[src/rtl/assert_macros.svh]
// ----------------------------------------------------------------------------
// assert_macros.svh
// Shared concurrent assertion macros for the RTL.
// ----------------------------------------------------------------------------
`ifndef ASSERT_MACROS_SVH
`define ASSERT_MACROS_SVH

// Check that a condition implies another in the same cycle
`define ASSERT_SAME(label, clk, rst_n, ante, cons) \
    label: assert property (@(posedge clk) disable iff (!rst_n) (ante) |-> (cons)) \
        else $error("same-cycle check failed");

// Check that a condition implies another in the following cycle
`define ASSERT_NEXT(label, clk, rst_n, ante, cons) \
    label: assert property (@(posedge clk) disable iff (!rst_n) (ante) |=> (cons)) \
        else $error("next-cycle check failed");

`endif

[src/rtl/rcp_pkg.sv]
// ----------------------------------------------------------------------------
// rcp_pkg
// Types, event codes and character constants of the request command parser.
// ----------------------------------------------------------------------------
package rcp_pkg;

    // Width of the count, length and argument counters
    localparam int COUNT_BITS = 31;
    // Width of the argument index and count ports
    localparam int IDX_W      = 31;

    typedef logic [COUNT_BITS-1:0] cnt_t;
    typedef logic [COUNT_BITS+3:0] wide_t;
    typedef logic [IDX_W-1:0]      idx_t;

    localparam cnt_t NUM_MAX = '1;

    // Result event codes
    typedef enum logic [2:0] {
        EV_BYTE        = 3'd0,
        EV_ARG_END     = 3'd1,
        EV_CMD_END     = 3'd2,
        EV_ARG_CMD_END = 3'd3,
        EV_ERROR       = 3'd4,
        EV_EMPTY       = 3'd5,
        EV_BAD_START   = 3'd6
    } event_t;

    // Stream characters
    localparam logic [7:0] CH_STAR   = 8'h2A;
    localparam logic [7:0] CH_DOLLAR = 8'h24;
    localparam logic [7:0] CH_MINUS  = 8'h2D;
    localparam logic [7:0] CH_CR     = 8'h0D;
    localparam logic [7:0] CH_LF     = 8'h0A;
    localparam logic [7:0] CH_SPACE  = 8'h20;
    localparam logic [7:0] CH_TAB    = 8'h09;
    localparam logic [7:0] CH_ZERO   = 8'h30;
    localparam logic [7:0] CH_NINE   = 8'h39;
    localparam logic [7:0] CH_TILDE  = 8'h7E;

endpackage

[src/rtl/resp_command_parser_top.sv]
// ----------------------------------------------------------------------------
// resp_command_parser_top: byte-serial request command parser
// Each accepted item is held in the input register; its result is then registered in the result register.
// Throughput: 1 item per cycle while out_stall does not hold the result; the per-byte state update is a single pass.
// Reset: asynchronous, active low; parser returns to idle, pipeline empties.
// ----------------------------------------------------------------------------
module resp_command_parser_top (
    input  logic                    clk,
    input  logic                    rst_n,
    input  logic                    in_valid,
    output logic                    in_stall,
    input  logic [7:0]              stream_byte,
    output logic                    out_valid,
    input  logic                    out_stall,
    output logic [2:0]              event_res,
    output logic [7:0]              data,
    output logic [rcp_pkg::IDX_W-1:0] arg_index,
    output logic [rcp_pkg::IDX_W-1:0] arg_count
);

    typedef enum logic [2:0] {
        M_IDLE    = 3'd0,
        M_COUNT   = 3'd1,
        M_DOLLAR  = 3'd2,
        M_LEN     = 3'd3,
        M_PAYLOAD = 3'd4,
        M_TERM    = 3'd5,
        M_INLINE  = 3'd6
    } mode_t;

    // Input register
    logic            in_valid_reg;
    logic [7:0]      byte_reg;

    // Parser state
    mode_t           mode_reg, mode_next;
    logic            cr_reg, cr_next;
    rcp_pkg::cnt_t   value_reg, value_next;
    logic            neg_reg, neg_next;
    logic            seen_reg, seen_next;
    logic            inv_reg, inv_next;
    rcp_pkg::cnt_t   args_reg, args_next;
    rcp_pkg::cnt_t   cur_reg, cur_next;
    rcp_pkg::cnt_t   pay_reg, pay_next;
    logic            tgood_reg, tgood_next;
    logic            tok_reg, tok_next;

    // Result register
    logic            out_valid_reg;
    rcp_pkg::event_t event_reg;
    logic [7:0]      data_reg;
    rcp_pkg::idx_t   idx_reg;
    rcp_pkg::idx_t   cnt_reg;

    // Result of the current pass
    logic            ev_valid;
    rcp_pkg::event_t ev_code;
    logic [7:0]      ev_data;
    rcp_pkg::cnt_t   ev_idx;
    rcp_pkg::cnt_t   ev_cnt;

    // Helpers
    logic            advance;
    logic            is_digit, is_space, is_print;
    rcp_pkg::wide_t  num_sum;
    logic            num_ovf;
    logic            header_bad;
    logic            inv_cur;
    logic            do_inline;
    logic            il_cr, il_tok;
    rcp_pkg::cnt_t   il_cur;

    // Move the item on when the result slot is free or being taken
    assign advance  = in_valid_reg && (!out_valid_reg || !out_stall);
    assign in_stall = in_valid_reg && !advance;

    // Classify the byte
    assign is_digit = (byte_reg >= rcp_pkg::CH_ZERO) && (byte_reg <= rcp_pkg::CH_NINE);
    assign is_space = (byte_reg == rcp_pkg::CH_SPACE) ||
                      ((byte_reg >= rcp_pkg::CH_TAB) && (byte_reg <= rcp_pkg::CH_CR));
    assign is_print = (byte_reg >= rcp_pkg::CH_SPACE) && (byte_reg <= rcp_pkg::CH_TILDE);

    // Accumulate one decimal digit with overflow check
    assign num_sum = (rcp_pkg::wide_t'(value_reg) << 3) + (rcp_pkg::wide_t'(value_reg) << 1)
                   + rcp_pkg::wide_t'(byte_reg[3:0]);
    assign num_ovf = num_sum > rcp_pkg::wide_t'(rcp_pkg::NUM_MAX);

    assign header_bad = inv_reg || !seen_reg || (neg_reg && (value_reg != '0));
    assign inv_cur    = inv_reg || cr_reg;

    // Next state and result for the item in the input register
    always_comb
    begin
        mode_next  = mode_reg;
        cr_next    = cr_reg;
        value_next = value_reg;
        neg_next   = neg_reg;
        seen_next  = seen_reg;
        inv_next   = inv_reg;
        args_next  = args_reg;
        cur_next   = cur_reg;
        pay_next   = pay_reg;
        tgood_next = tgood_reg;
        tok_next   = tok_reg;
        ev_valid   = 1'b0;
        ev_code    = rcp_pkg::EV_BYTE;
        ev_data    = 8'h00;
        ev_idx     = '0;
        ev_cnt     = '0;
        do_inline  = 1'b0;
        il_cr      = cr_reg;
        il_cur     = cur_reg;
        il_tok     = tok_reg;

        unique case (mode_reg)
            M_IDLE:
            begin
                if (byte_reg == rcp_pkg::CH_STAR)
                begin
                    cr_next    = 1'b0;
                    value_next = '0;
                    neg_next   = 1'b0;
                    seen_next  = 1'b0;
                    inv_next   = 1'b0;
                    mode_next  = M_COUNT;
                end
                else if (is_print)
                begin
                    mode_next = M_INLINE;
                    do_inline = 1'b1;
                    il_cr     = 1'b0;
                    il_cur    = '0;
                    il_tok    = 1'b0;
                end
                else
                begin
                    ev_valid = 1'b1;
                    ev_code  = rcp_pkg::EV_BAD_START;
                end
            end
            M_COUNT, M_LEN:
            begin
                if (cr_reg && (byte_reg == rcp_pkg::CH_LF))
                begin
                    cr_next = 1'b0;
                    if (header_bad)
                    begin
                        mode_next = M_IDLE;
                        ev_valid  = 1'b1;
                        ev_code   = rcp_pkg::EV_ERROR;
                    end
                    else if (mode_reg == M_COUNT)
                    begin
                        if (value_reg == '0)
                        begin
                            mode_next = M_IDLE;
                            ev_valid  = 1'b1;
                            ev_code   = rcp_pkg::EV_CMD_END;
                        end
                        else
                        begin
                            args_next = value_reg;
                            cur_next  = '0;
                            mode_next = M_DOLLAR;
                        end
                    end
                    else
                    begin
                        pay_next   = value_reg;
                        tgood_next = 1'b0;
                        mode_next  = (value_reg == '0) ? M_TERM : M_PAYLOAD;
                    end
                end
                else
                begin
                    // A CR not followed by LF spoils the number
                    inv_next = inv_cur;
                    if (byte_reg == rcp_pkg::CH_CR)
                    begin
                        cr_next = 1'b1;
                    end
                    else
                    begin
                        cr_next = 1'b0;
                        if (!inv_cur)
                        begin
                            if ((byte_reg == rcp_pkg::CH_MINUS) && !seen_reg && !neg_reg)
                            begin
                                neg_next = 1'b1;
                            end
                            else if (is_digit && !num_ovf)
                            begin
                                value_next = num_sum[rcp_pkg::COUNT_BITS-1:0];
                                seen_next  = 1'b1;
                            end
                            else
                            begin
                                inv_next = 1'b1;
                            end
                        end
                    end
                end
            end
            M_DOLLAR:
            begin
                if (byte_reg == rcp_pkg::CH_DOLLAR)
                begin
                    cr_next    = 1'b0;
                    value_next = '0;
                    neg_next   = 1'b0;
                    seen_next  = 1'b0;
                    inv_next   = 1'b0;
                    mode_next  = M_LEN;
                end
                else
                begin
                    mode_next = M_IDLE;
                    ev_valid  = 1'b1;
                    ev_code   = rcp_pkg::EV_ERROR;
                end
            end
            M_PAYLOAD:
            begin
                pay_next = pay_reg - rcp_pkg::cnt_t'(1);
                if (pay_reg == rcp_pkg::cnt_t'(1))
                begin
                    mode_next  = M_TERM;
                    cr_next    = 1'b0;
                    tgood_next = 1'b0;
                end
                ev_valid = 1'b1;
                ev_code  = rcp_pkg::EV_BYTE;
                ev_data  = byte_reg;
                ev_idx   = cur_reg;
            end
            M_TERM:
            begin
                if (!cr_reg)
                begin
                    tgood_next = (byte_reg == rcp_pkg::CH_CR);
                    cr_next    = 1'b1;
                end
                else
                begin
                    cr_next  = 1'b0;
                    ev_valid = 1'b1;
                    if (!(tgood_reg && (byte_reg == rcp_pkg::CH_LF)))
                    begin
                        mode_next = M_IDLE;
                        ev_code   = rcp_pkg::EV_ERROR;
                    end
                    else
                    begin
                        args_next = args_reg - rcp_pkg::cnt_t'(1);
                        ev_idx    = cur_reg;
                        if (args_reg == rcp_pkg::cnt_t'(1))
                        begin
                            mode_next = M_IDLE;
                            ev_code   = rcp_pkg::EV_ARG_CMD_END;
                            ev_cnt    = cur_reg + rcp_pkg::cnt_t'(1);
                        end
                        else
                        begin
                            mode_next = M_DOLLAR;
                            cur_next  = cur_reg + rcp_pkg::cnt_t'(1);
                            ev_code   = rcp_pkg::EV_ARG_END;
                        end
                    end
                end
            end
            M_INLINE:
            begin
                do_inline = 1'b1;
            end
            default:
            begin
                mode_next = M_IDLE;
            end
        endcase

        // Split an inline line into tokens
        if (do_inline)
        begin
            if (il_cr && (byte_reg == rcp_pkg::CH_LF))
            begin
                cr_next   = 1'b0;
                mode_next = M_IDLE;
                ev_valid  = 1'b1;
                if (il_cur != '0)
                begin
                    ev_code = rcp_pkg::EV_CMD_END;
                    ev_cnt  = il_cur;
                end
                else
                begin
                    ev_code = rcp_pkg::EV_EMPTY;
                end
            end
            else
            begin
                cr_next  = 1'b0;
                cur_next = il_cur;
                tok_next = il_tok;
                if (is_space)
                begin
                    if (byte_reg == rcp_pkg::CH_CR)
                    begin
                        cr_next = 1'b1;
                    end
                    if (il_tok)
                    begin
                        tok_next = 1'b0;
                        if (il_cur != rcp_pkg::NUM_MAX)
                        begin
                            cur_next = il_cur + rcp_pkg::cnt_t'(1);
                        end
                        ev_valid = 1'b1;
                        ev_code  = rcp_pkg::EV_ARG_END;
                        ev_idx   = il_cur;
                    end
                end
                else
                begin
                    tok_next = 1'b1;
                    ev_valid = 1'b1;
                    ev_code  = rcp_pkg::EV_BYTE;
                    ev_data  = byte_reg;
                    ev_idx   = il_cur;
                end
            end
        end
    end

    // Hold input item, parser state and result
    always_ff @(posedge clk or negedge rst_n)
    begin
        if (!rst_n)
        begin
            in_valid_reg  <= 1'b0;
            byte_reg      <= 8'h00;
            mode_reg      <= M_IDLE;
            cr_reg        <= 1'b0;
            value_reg     <= '0;
            neg_reg       <= 1'b0;
            seen_reg      <= 1'b0;
            inv_reg       <= 1'b0;
            args_reg      <= '0;
            cur_reg       <= '0;
            pay_reg       <= '0;
            tgood_reg     <= 1'b0;
            tok_reg       <= 1'b0;
            out_valid_reg <= 1'b0;
            event_reg     <= rcp_pkg::EV_BYTE;
            data_reg      <= 8'h00;
            idx_reg       <= '0;
            cnt_reg       <= '0;
        end
        else
        begin
            if (in_valid && !in_stall)
            begin
                in_valid_reg <= 1'b1;
                byte_reg     <= stream_byte;
            end
            else if (advance)
            begin
                in_valid_reg <= 1'b0;
            end

            if (advance)
            begin
                mode_reg      <= mode_next;
                cr_reg        <= cr_next;
                value_reg     <= value_next;
                neg_reg       <= neg_next;
                seen_reg      <= seen_next;
                inv_reg       <= inv_next;
                args_reg      <= args_next;
                cur_reg       <= cur_next;
                pay_reg       <= pay_next;
                tgood_reg     <= tgood_next;
                tok_reg       <= tok_next;
                out_valid_reg <= ev_valid;
                event_reg     <= ev_code;
                data_reg      <= ev_data;
                idx_reg       <= rcp_pkg::idx_t'(ev_idx);
                cnt_reg       <= rcp_pkg::idx_t'(ev_cnt);
            end
            else if (!out_stall)
            begin
                out_valid_reg <= 1'b0;
            end
        end
    end

    assign out_valid = out_valid_reg;
    assign event_res = event_reg;
    assign data      = data_reg;
    assign arg_index = idx_reg;
    assign arg_count = cnt_reg;

    // Checks
`include "assert_macros.svh"

    `ASSERT_SAME(a_data_only_on_byte, clk, rst_n,
        out_valid_reg && (event_reg != rcp_pkg::EV_BYTE), data_reg == 8'h00)
    `ASSERT_SAME(a_no_fields_on_error, clk, rst_n,
        out_valid_reg && ((event_reg == rcp_pkg::EV_ERROR) || (event_reg == rcp_pkg::EV_EMPTY)
        || (event_reg == rcp_pkg::EV_BAD_START)), (idx_reg == '0) && (cnt_reg == '0))
    `ASSERT_SAME(a_payload_nonzero, clk, rst_n,
        mode_reg == M_PAYLOAD, pay_reg != '0)
    `ASSERT_SAME(a_args_nonzero, clk, rst_n,
        (mode_reg == M_DOLLAR) || (mode_reg == M_TERM) || (mode_reg == M_LEN)
        || (mode_reg == M_PAYLOAD), args_reg != '0)
    `ASSERT_NEXT(a_held_item_kept, clk, rst_n,
        in_valid_reg && !advance, in_valid_reg && $stable(byte_reg))

endmodule

[config.mk]
export PLATFORM = sky130hd
export DESIGN_NAME = resp_command_parser_top
export DESIGN_NICKNAME = d
export VERILOG_FILES = /design/src/rtl/rcp_pkg.sv /design/src/rtl/resp_command_parser_top.sv
export VERILOG_INCLUDE_DIRS = /design/src /design/src/rtl
export SDC_FILE = /design/constraint.sdc
export NUM_CORES = 1
export LEC_CHECK = 0
export BUFFER_PORTS_ARGS = -buffer_cell sky130_fd_sc_hd__buf_2
export CAP_MARGIN = 30
export CORE_MARGIN = 8
export CORE_UTILIZATION = 60
export DETAILED_ROUTE_END_ITERATION = 6
export GPL_TIMING_DRIVEN = 1
export HOLD_SLACK_MARGIN = 0.02
export PLACE_DENSITY = 0.77
export SYNTH_ARGS = -nofsm -noshare
export SYNTH_HDL_FRONTEND = slang
export SYNTH_SLANG_ARGS = --single-unit
[constraint.sdc]
create_clock -name clk -period 10 [get_ports clk]
set_input_delay 2 -clock clk [delete_from_list [all_inputs] [get_ports clk]]
set_output_delay 2 -clock clk [all_outputs]
set_load 0.02 [all_outputs]
==> impl_metrics.env, run 1 <==
export IMPL_crit_type="input pin to output port"
export IMPL_fin_skew_ns=0.0302
export IMPL_rr_worst_depth=13
export IMPL_tightest_slew_ns=1.04
export IMPL_die_h_um=174
export IMPL_cts_max_level=1
export IMPL_slew_violations=0
export IMPL_leakage_uw=0.00703
export IMPL_synth_fp_nets=1915
export IMPL_hold_violations=0
export IMPL_startpoint_type="input pin"
export IMPL_regArea_um2=5410
export IMPL_grt_max_degree=88
export IMPL_cp_arrival_ns=2.44
export IMPL_async_reset_ff_frac=1.00
export IMPL_avgRoutedWirePerCell_um=21.4
export IMPL_rr_endpoint="value_reg[23]$_DFFE_PN0P_"
export IMPL_port_buffer_count=86
export IMPL_yosys_warnings=0
export IMPL_path_clk_slew_ns=0.06
export IMPL_cts_buffers=25
export IMPL_postCtsHoldBufs=0
export IMPL_crit_buf_inv=3
export IMPL_worst_ir_drop_vdd_v=0.000183
export IMPL_drt_iter0_markers=1830
export IMPL_cpMostUsedCell="buf_2"
export IMPL_place_hpwl_mm=31.4
export IMPL_grt_antenna_before_repair=1
export IMPL_drc=0
export IMPL_nFillCells=2043
export IMPL_r2r_start="byte_reg[3]$_DFFE_PN0P_"
export IMPL_crit_path_max_incr_delay_ns=0.16
export IMPL_synth_largest_area_cell="dfrtp_1"
export IMPL_row_count=57
export IMPL_relSlewSlack=0.307
export IMPL_cts_resized=0
export IMPL_clock_sinks=216
export IMPL_power_density_nw_per_um2=182
export IMPL_crit_path_end="in_stall"
export IMPL_viasPerCell=6.92
export IMPL_grt_pass1_wl_mm=74.7
export IMPL_gp_congestion=0.972
export IMPL_fp_coreArea_um2=24400
export IMPL_crit_cells=4
export IMPL_ios=87
export IMPL_endpoint_kind="output port"
export IMPL_synth_top_cell_area_share=0.362
export IMPL_diodes=0
export IMPL_maxCapViolCount=0
export IMPL_setup_violations=0
export IMPL_ys_ff_latch=216
export IMPL_synthCells=1832
export IMPL_dieArea_um2=30200
export IMPL_synth_area_um2=14900
export IMPL_rsz0062_at_grt="no"
export IMPL_grt_util_all_layers=0.294
export IMPL_cts_tree="yes"
export IMPL_ctsLongestPathBuffers=3
export IMPL_crit_chain="buf_2, nand3_1, inv_1, buf_2"
export IMPL_synth_edf_count=0
export IMPL_start_util=0.612
export IMPL_synthFlopType="dfrtp_1"
export IMPL_timing_fmax_mhz=225
export IMPL_worstPathRequired_ns=8.00
export IMPL_min_period_ns=4.44
export IMPL_post_cts_buffers=0
export IMPL_synth_seq_area_share=0.362
export IMPL_post_route_cells_drive_above_1_share=0.102
export IMPL_synthTopCellsByArea="dfrtp_1 36%, o21ai_0 6.5%, ha_1 5.8%, a21oi_1 5.7%, nand2_1 4.6%"
export IMPL_crit_slowest_cell="buf_2"
export IMPL_firstDrtPassIters=6
export IMPL_syn_avg_cell_area_um2=8.15
export IMPL_multi_input_area_um2=8850
export IMPL_crit_family="buffers and inverters"
export IMPL_die_w_um=174
export IMPL_grt_ovfl_total=0
export IMPL_clock_tree_root_cell="clkbuf_16"
export IMPL_final_cell_area_um2=16300
export IMPL_wl_mm=46.4
export IMPL_insertion_delay_ns=0.55
export IMPL_post_dp_cell_area_um2=15400
export IMPL_final_nets=1909
export IMPL_period_share=0.444
export IMPL_area_delta_synth_final_pct=9.44
export IMPL_fin_setup_tns_ns=0
export IMPL_ant_nets=0
export IMPL_hold_class="register to register"
export IMPL_status="complete, no violations"
export IMPL_worstPathMaxFanout=3
export IMPL_startpoint="out_stall"
export IMPL_vias=15000
export IMPL_first_global_vias=14300
export IMPL_r2r_slack_ns=5.60
export IMPL_synth_distinct_cells=87
[worst reg2reg max path: cells and delay by family, from the launching register on]
| kind | cells | cell delay (ns) |
|---|---|---|
| AOI/OAI and AO/OA | 5 | 1.37 |
| xor gates and xnor gates | 1 | 0.20 |
| adders and majority gates | 2 | 0.90 |
| buffers and inverters | 3 | 0.53 |
| DFF | 1 | 0.57 |
| muxes | 1 | 0.38 |
| and+or+nand+nor | 1 | 0.32 |
[power by group]
part           switching [uW]  leakage (uW)  internal [uW]  total (uW)
clock                     395      0.000449            628        1020
combinational             500       0.00367            259         759
sequential                192       0.00291            993        1180
total                    1090       0.00703           1880        2970
[logic make-up (layout without fill, tap and decap cells)]
| logic type | Yosys count | in the layout | synth area share |
|---|---|---|---|
| mux | 41 | 41 | 0.0285 |
| xor+xnor | 38 | 38 | 0.0223 |
| fa+ha+maj | 71 | 71 | 0.0605 |
| flops | 216 | 216 | 0.362 |
| simple gates | 642 | 642 | 0.209 |
| buf+inv | 178 | 191 | 0.0479 |
| compound gates | 646 | 646 | 0.269 |
[cells in the final DEF, fill, tap and decap left out, types with 25 or more instances in the layout]
cell type and n:
nand4_1 33, nor2_1 152, nor4_1 44, nand2_1 180
dfrtp_1 216, a22o_1 42, a31oi_1 39, nor3_1 74
buf_2 87, o21ai_0 194, mux2i_1 29, ha_1 69
inv_1 35, a21oi_1 169, nand3_1 60, clkbuf_16 25
[cell usage after synthesis, types with 5 or more instances]
cell type / n
nor2_1: 152
nand4_1: 33
ha_1: 69
nor4_1: 44
nor3b_1: 7
o21ai_1: 14
a22o_1: 42
nand2b_1: 9
dfrtp_1: 216
or3_1: 9
o22ai_1: 14
and4_1: 5
o2bb2ai_1: 5
o32ai_1: 5
o211ai_1: 13
a31oi_1: 40
and2_1: 10
a32oi_1: 11
xnor2_1: 14
clkbuf_1: 122
o21a_1: 15
buf_2: 13
nor2b_1: 5
a21oi_1: 169
mux2i_1: 29
a2bb2oi_1: 5
and3_1: 19
o21ai_0: 195
inv_1: 35
a211oi_1: 11
nand3_1: 60
o2111ai_1: 6
mux2_2: 10
xor2_1: 24
a21o_1: 24
nand2_1: 182
a22oi_1: 17
or4_1: 10
a311oi_1: 5
nor3_1: 74
o31ai_1: 10
[area by class of cell]
| cell class | count | area share |
|---|---|---|
| inverters | 36 | 0.00827 |
| clock inverters | 18 | 0.0155 |
| repair buffers | 109 | 0.0389 |
| multi-input cells | 1438 | 0.542 |
| well taps | 324 | 0.0248 |
| flip-flops and latches | 216 | 0.331 |
| clock buffers | 28 | 0.0402 |
[worst min-delay path by stage]
stage	cells past startpoint	slack [ns]	to	startpoint
floorplan	1	0.46	args_reg[11]$_DFFE_PN0P_	args_reg[11]$_DFFE_PN0P_
global placement	2	0.45	arg_count[27]$_DFFE_PN0P_	arg_count[27]$_DFFE_PN0P_
detailed placement	2	0.46	arg_count[4]$_DFFE_PN0P_	arg_count[4]$_DFFE_PN0P_
CTS	2	0.48	arg_count[4]$_DFFE_PN0P_	arg_count[4]$_DFFE_PN0P_
global route	2	0.51	arg_count[30]$_DFFE_PN0P_	arg_count[30]$_DFFE_PN0P_
finish	2	0.47	arg_count[19]$_DFFE_PN0P_	arg_count[19]$_DFFE_PN0P_
[routing by layer]
metal / wire [um] / GRT usage / part of all wire / vias to the layer above
li1: - / - / - / 6838
met5: 13 / 0 / 0.00028 / -
met4: 2220 / 0.142 / 0.048 / 2
met3: 3590 / 0.0460 / 0.077 / 184
met2: 21900 / 0.491 / 0.47 / 740
met1: 18600 / 0.367 / 0.40 / 7253
[metrics by stage]
step                      worst slack (ns)  instances   util  hold WS (ns)  power (uW)
after detailed placement              5.33       2122  0.631         0.465        1930
after floorplan                       5.74       1832      -         0.456        1830
final                                 5.56       2169  0.670         0.470        2970
after global routing                  5.42       2169  0.670         0.505        3100
after global placement                5.39       2118  0.630         0.449        1900
after CTS                             5.56       2168  0.669         0.478        2950
No activity file was read; power rests on OpenSTA's default activity.
==> inputs of run 2 (changes only) <==
- CORE_UTILIZATION: 60 -> 56
- PLACE_DENSITY: 0.77 -> 0.75
- clock period: 10 -> 3.7 ns (I/O delays scaled with it)
==> impl_metrics.env, run 2 (same netlist as run 1, synthesis figures left out) <==
export IMPL_status="complete, no violations"
export IMPL_worstPathRequired_ns=4.15
export IMPL_viasPerCell=6.69
export IMPL_hold_class="input pin to async pin"
export IMPL_clock_sinks=216
export IMPL_path_clk_slew_ns=0.06
export IMPL_final_nets=2004
export IMPL_area_delta_synth_final_pct=14.2
export IMPL_vias=15200
export IMPL_setup_ws_ns=0.155
export IMPL_insertion_delay_ns=0.55
export IMPL_relSlewSlack=0.455
export IMPL_clock_tree_root_cell="clkbuf_16"
export IMPL_cts_max_level=1
export IMPL_fin_skew_ns=0.0217
export IMPL_dieArea_um2=32100
export IMPL_post_route_cells_drive_above_1_share=0.149
export IMPL_hold_violations=0
export IMPL_wl_mm=47.6
export IMPL_nFillCells=2232
export IMPL_die_w_um=179
export IMPL_start_util=0.571
export IMPL_final_common_cell="dfrtp_1"
export IMPL_startpoint_type="register"
export IMPL_power_uw=8540
export IMPL_worstPathMaxFanout=8
export IMPL_min_period_ns=3.55
export IMPL_die_h_um=179
export IMPL_post_dp_cell_area_um2=16100
export IMPL_place_ws_ns=0.00640
export IMPL_endpoint_kind="register"
export IMPL_crit_type="register to register"
export IMPL_cp_arrival_ns=4.00
export IMPL_slew_violations=0
export IMPL_grt_max_degree=86
export IMPL_rsz0062_at_grt="no"
export IMPL_cts_tree="yes"
export IMPL_ctsLongestPathBuffers=3
export IMPL_layout_common_cells="216 x dfrtp_1, 195 x o21ai_0, 180 x nand2_1, 168 x a21oi_1, 152 x nor2_1"
export IMPL_first_global_vias=14400
export IMPL_grt_antenna_before_repair=0
export IMPL_firstDrtPassIters=6
export IMPL_worst_ir_drop_vdd_v=0.000405
export IMPL_port_buffer_count=86
export IMPL_tightest_slew_ns=0.811
export IMPL_grt_ovfl_total=0
export IMPL_leakage_uw=0.00746
export IMPL_timing_fmax_mhz=282
export IMPL_ios=87
export IMPL_avgRoutedWirePerCell_um=20.9
export IMPL_place_hpwl_mm=34.3
export IMPL_ant_nets=0
export IMPL_diodes=0
export IMPL_drt_iter0_markers=1580
export IMPL_maxCapViolCount=0
export IMPL_period_share=0.958
export IMPL_drc=0
export IMPL_cts_buffers=25
export IMPL_setup_violations=0
export IMPL_fp_coreArea_um2=26100
export IMPL_power_density_nw_per_um2=501
export IMPL_grt_pass1_wl_mm=75.1
export IMPL_row_count=59
export IMPL_gp_congestion=1.05
export IMPL_final_cell_area_um2=17100
export IMPL_fin_setup_tns_ns=0
export IMPL_grt_util_all_layers=0.289
run 2: stage by stage:
| stage | hold slack (ns) | instances | utilization |
|---|---|---|---|
| floorplan | 0.444 | 1832 | - |
| global placement | 0.448 | 2227 | 0.617 |
| detailed placement | 0.460 | 2227 | 0.617 |
| CTS | 0.199 | 2272 | 0.650 |
| global route | 0.223 | 2274 | 0.653 |
| finish | 0.161 | 2274 | 0.653 |
run 2: critical path: stages, from the launching register on:
cell and delay [ns]:
dfrtp_1 0.48, ha_1 0.34, ha_1 0.37, a21oi_1 0.29, nand2_1 0.08, o21ai_0 0.22
o211ai_1 0.17, a21o_1 0.22, a311o_1 0.38, nor4_4 0.33, buf_6 0.18, buf_4 0.17
mux2i_1 0.21
run 2: worst paths after layout:
check | from | endpoint | slack [ns] | cells after the start
setup / recovery | value_reg[6]$_DFFE_PN0P_ | value_reg[1]$_DFFE_PN0P_ | 0.15 | 12
hold / removal | rst_n | arg_index[24]$_DFFE_PN0P_ | 0.16 | 1
setup reg to reg | value_reg[6]$_DFFE_PN0P_ | value_reg[1]$_DFFE_PN0P_ | 0.15 | 12
hold reg to reg | arg_count[27]$_DFFE_PN0P_ | arg_count[27]$_DFFE_PN0P_ | 0.47 | 2
max in group asynchronous | rst_n | pay_reg[8]$_DFFE_PN0P_ | 2.69 | 2
min in group clk | in_valid | in_valid_reg$_DFFE_PN0P_ | 0.39 | 2
run 2: area by class of cell:
| cell class | instances | area [um^2] | area share |
|---|---|---|---|
| multi-input cells | 1438 | 8890 | 0.522 |
| clock buffers | 35 | 743 | 0.0436 |
| clock inverters | 10 | 97.6 | 0.00572 |
| repair buffers | 204 | 1360 | 0.0797 |
| well taps | 335 | 419 | 0.0246 |
| inverters | 36 | 135 | 0.00792 |
| flip-flops and latches | 216 | 5410 | 0.317 |
run 2: per-layer routing:
metal / global-route usage / part of all wire / up-vias
met2: 0.494 / 0.48 / 784
met4: 0.153 / 0.054 / 0
met3: 0.0350 / 0.071 / 197
met5: 0 / 0 / -
li1: - / - / 7023
met1: 0.355 / 0.40 / 7212
run 2: power breakdown:
part           total [uW]  internal, uW  switching, uW
combinational        2910           984           1930
sequential           3100          2690            406
clock                2530          1470           1060
run 2: timing repair:
action                                  in CTS  in global routing
buffers inserted                             0                  2
pin swaps                                    0                  3
gates resized for setup                      1                 11
hold buffers                                 0                  0
endpoints found under the hold margin        0                  0
endpoints found under the setup margin       2                 32
==> inputs of run 3 (changes only) <==
- CELL_PAD_IN_SITES_DETAIL_PLACEMENT: default -> 1
- CELL_PAD_IN_SITES_GLOBAL_PLACEMENT: default -> 1
- CORE_UTILIZATION: 56 -> 43
- PLACE_DENSITY: 0.75 -> 0.76
==> impl_metrics.env, run 3 (same netlist as run 1, synthesis figures left out) <==
export IMPL_final_cell_area_um2=17600
export IMPL_r2r_slack_ns=-0.04
export IMPL_seqPwrFrac=0.344
export IMPL_post_dp_cell_area_um2=16500
export IMPL_status="finished, violations left"
export IMPL_clock_sinks=216
export IMPL_insertion_delay_ns=0.58
export IMPL_leakage_uw=0.00768
export IMPL_start_util=0.434
export IMPL_row_count=68
export IMPL_hold_ws_ns=0.0889
export IMPL_timing_fmax_mhz=267
export IMPL_period_share=1.01
export IMPL_final_nets=2034
export IMPL_power_uw=9020
export IMPL_comb_power_share=0.346
export IMPL_r2r_start="value_reg[2]$_DFFE_PN0P_"
export IMPL_hold_class="input pin to async pin"
export IMPL_clockPowerShare=0.310
export IMPL_startpoint_type="register"
export IMPL_setup_violations=11
export IMPL_avgRoutedWirePerCell_um=23.1
export IMPL_vias=15500
export IMPL_violations="negative setup slack"
export IMPL_cp_arrival_ns=4.21
export IMPL_crit_chain="inv_2, fa_1, inv_2, ha_4, a211oi_2, o311a_1, o211ai_1, a21boi_2, o41ai_2, xor2_1, nor4_4, buf_6, buf_12, buf_12, mux2i_2"
export IMPL_firstDrtPassIters=5
export IMPL_clock_tree_root_cell="clkbuf_16"
export IMPL_ctsLongestPathBuffers=3
export IMPL_tightest_slew_ns=1.02
export IMPL_drc=0
export IMPL_fp_coreArea_um2=34400
export IMPL_wl_mm=56.2
export IMPL_die_w_um=202
export IMPL_setup_ws_ns=-0.0408
export IMPL_p_switching_uw=3600
export IMPL_diodes=0
export IMPL_gp_congestion=0.941
export IMPL_fin_skew_ns=0.0291
export IMPL_hold_violations=0
export IMPL_post_route_cells_drive_above_1_share=0.164
export IMPL_path_clk_slew_ns=0.06
export IMPL_grt_max_degree=86
export IMPL_drt_iter0_markers=949
export IMPL_area_delta_synth_final_pct=17.7
export IMPL_grt_util_all_layers=0.266
export IMPL_crit_path_max_incr_delay_ns=0.59
export IMPL_ant_nets=0
export IMPL_crit_type="register to register"
export IMPL_viasPerCell=6.39
export IMPL_rsz0062_at_grt="yes"
export IMPL_maxCapViolCount=0
export IMPL_ios=87
export IMPL_crit_slowest_cell="fa_1"
export IMPL_first_global_vias=16100
export IMPL_post_route_util=0.511
export IMPL_min_period_ns=3.74
export IMPL_grt_antenna_before_repair=0
export IMPL_grt_ovfl_total=0
export IMPL_power_density_nw_per_um2=513
export IMPL_slew_violations=0
export IMPL_dieArea_um2=40900
export IMPL_worstPathRequired_ns=4.17
export IMPL_worst_ir_drop_vdd_v=0.000407
export IMPL_layout_common_cells="216 x dfrtp_1, 195 x o21ai_0, 180 x nand2_1, 168 x a21oi_1, 152 x nor2_1"
export IMPL_worstPathMaxFanout=5
export IMPL_place_hpwl_mm=40.5
export IMPL_cts_tree="yes"
export IMPL_port_buffer_count=86
export IMPL_final_common_cell="dfrtp_1"
export IMPL_relSlewSlack=0.321
export IMPL_rr_endpoint="value_reg[11]$_DFFE_PN0P_"
export IMPL_endpoint_kind="register"
export IMPL_grt_pass1_wl_mm=89.6
export IMPL_p_int_uw=5420
export IMPL_rr_worst_depth=15
export IMPL_nFillCells=4126
export IMPL_cts_max_level=1
export IMPL_cts_buffers=27
export IMPL_sw_frac_of_total=0.400
export IMPL_die_h_um=202
==> run 3: changes by cell type in the layout (fill, tap and decap cells not counted), sizes merged <==
cell      before  now
buf          204  231
bufinv         1    3
clkbuf        35   40
clkinvlp       3    1
inv           37   38
==> run 3: per-layer routing <==
metal	part of all wire	routed length, um	global-route usage
met2	0.50	28200	0.471
met3	0.042	2340	0.0307
met5	0	0	0
met1	0.41	23000	0.323
met4	0.046	2610	0.112
==> run 3: power by group through the flow <==
stage,Combinational (uW),Sequential [uW],Clock [uW]
floorplan,1910,3030,0
global placement,2900,3110,0
detailed placement,3010,3130,0
CTS,3040,3090,2850
global route,3410,3160,2920
finish,3120,3110,2790
==> run 3: worst max-delay path by stage <==
stage                                         from                         to  slack (ns)
after floorplan            byte_reg[3]$_DFFE_PN0P_   value_reg[2]$_DFFE_PN0P_        0.07
after global placement    value_reg[0]$_DFFE_PN0P_  value_reg[23]$_DFFE_PN0P_        0.16
after detailed placement   byte_reg[3]$_DFFE_PN0P_  value_reg[28]$_DFFE_PN0P_      -0.009
after CTS                  byte_reg[3]$_DFFE_PN0P_  value_reg[14]$_DFFE_PN0P_      -0.003
after global routing      value_reg[2]$_DFFE_PN0P_  value_reg[11]$_DFFE_PN0P_       -0.22
final                     value_reg[2]$_DFFE_PN0P_  value_reg[11]$_DFFE_PN0P_       -0.04
==> run 3: per-stage QoR <==
stage | setup TNS, ns | worst slack, ns | std cells
2_1_floorplan | 0 | 0.0728 | 1832
3_3_place_gp | 0 | 0.163 | 2368
3_5_place_dp | -0.0112 | -0.00857 | 2368
4_1_cts | -0.00286 | -0.00286 | 2418
5_1_grt | -5.31 | -0.223 | 2427
6_report | -0.177 | -0.0408 | 2427
==> run 3: worst max-delay path: cells and delay by family, from the launching register on <==
family	cells	cell delay (ns)
simple gates	1	0.36
compound gates	5	1.10
fa+ha+maj	2	0.87
mux	1	0.22
flops	1	0.37
xor+xnor	1	0.17
buf+inv	5	0.53
==> run 3: area by class of cell <==
| class | instances | area (um^2) | share of cell area |
|---|---|---|---|
| multi-input cells | 1438 | 8920 | 0.508 |
| flip-flops and latches | 216 | 5410 | 0.308 |
| repair buffers | 232 | 1620 | 0.0919 |
| clock inverters | 11 | 159 | 0.00904 |
| inverters | 36 | 135 | 0.00769 |
| well taps | 455 | 569 | 0.0324 |
| clock buffers | 39 | 771 | 0.0439 |
==> run 3: timing repair <==
action                     CTS  global route
hold buffers                 0             0
setup endpoints to repair   23            49
gates cloned                 0             1
pin swaps                    0            10
resized for setup            3            20
setup buffers                0             7
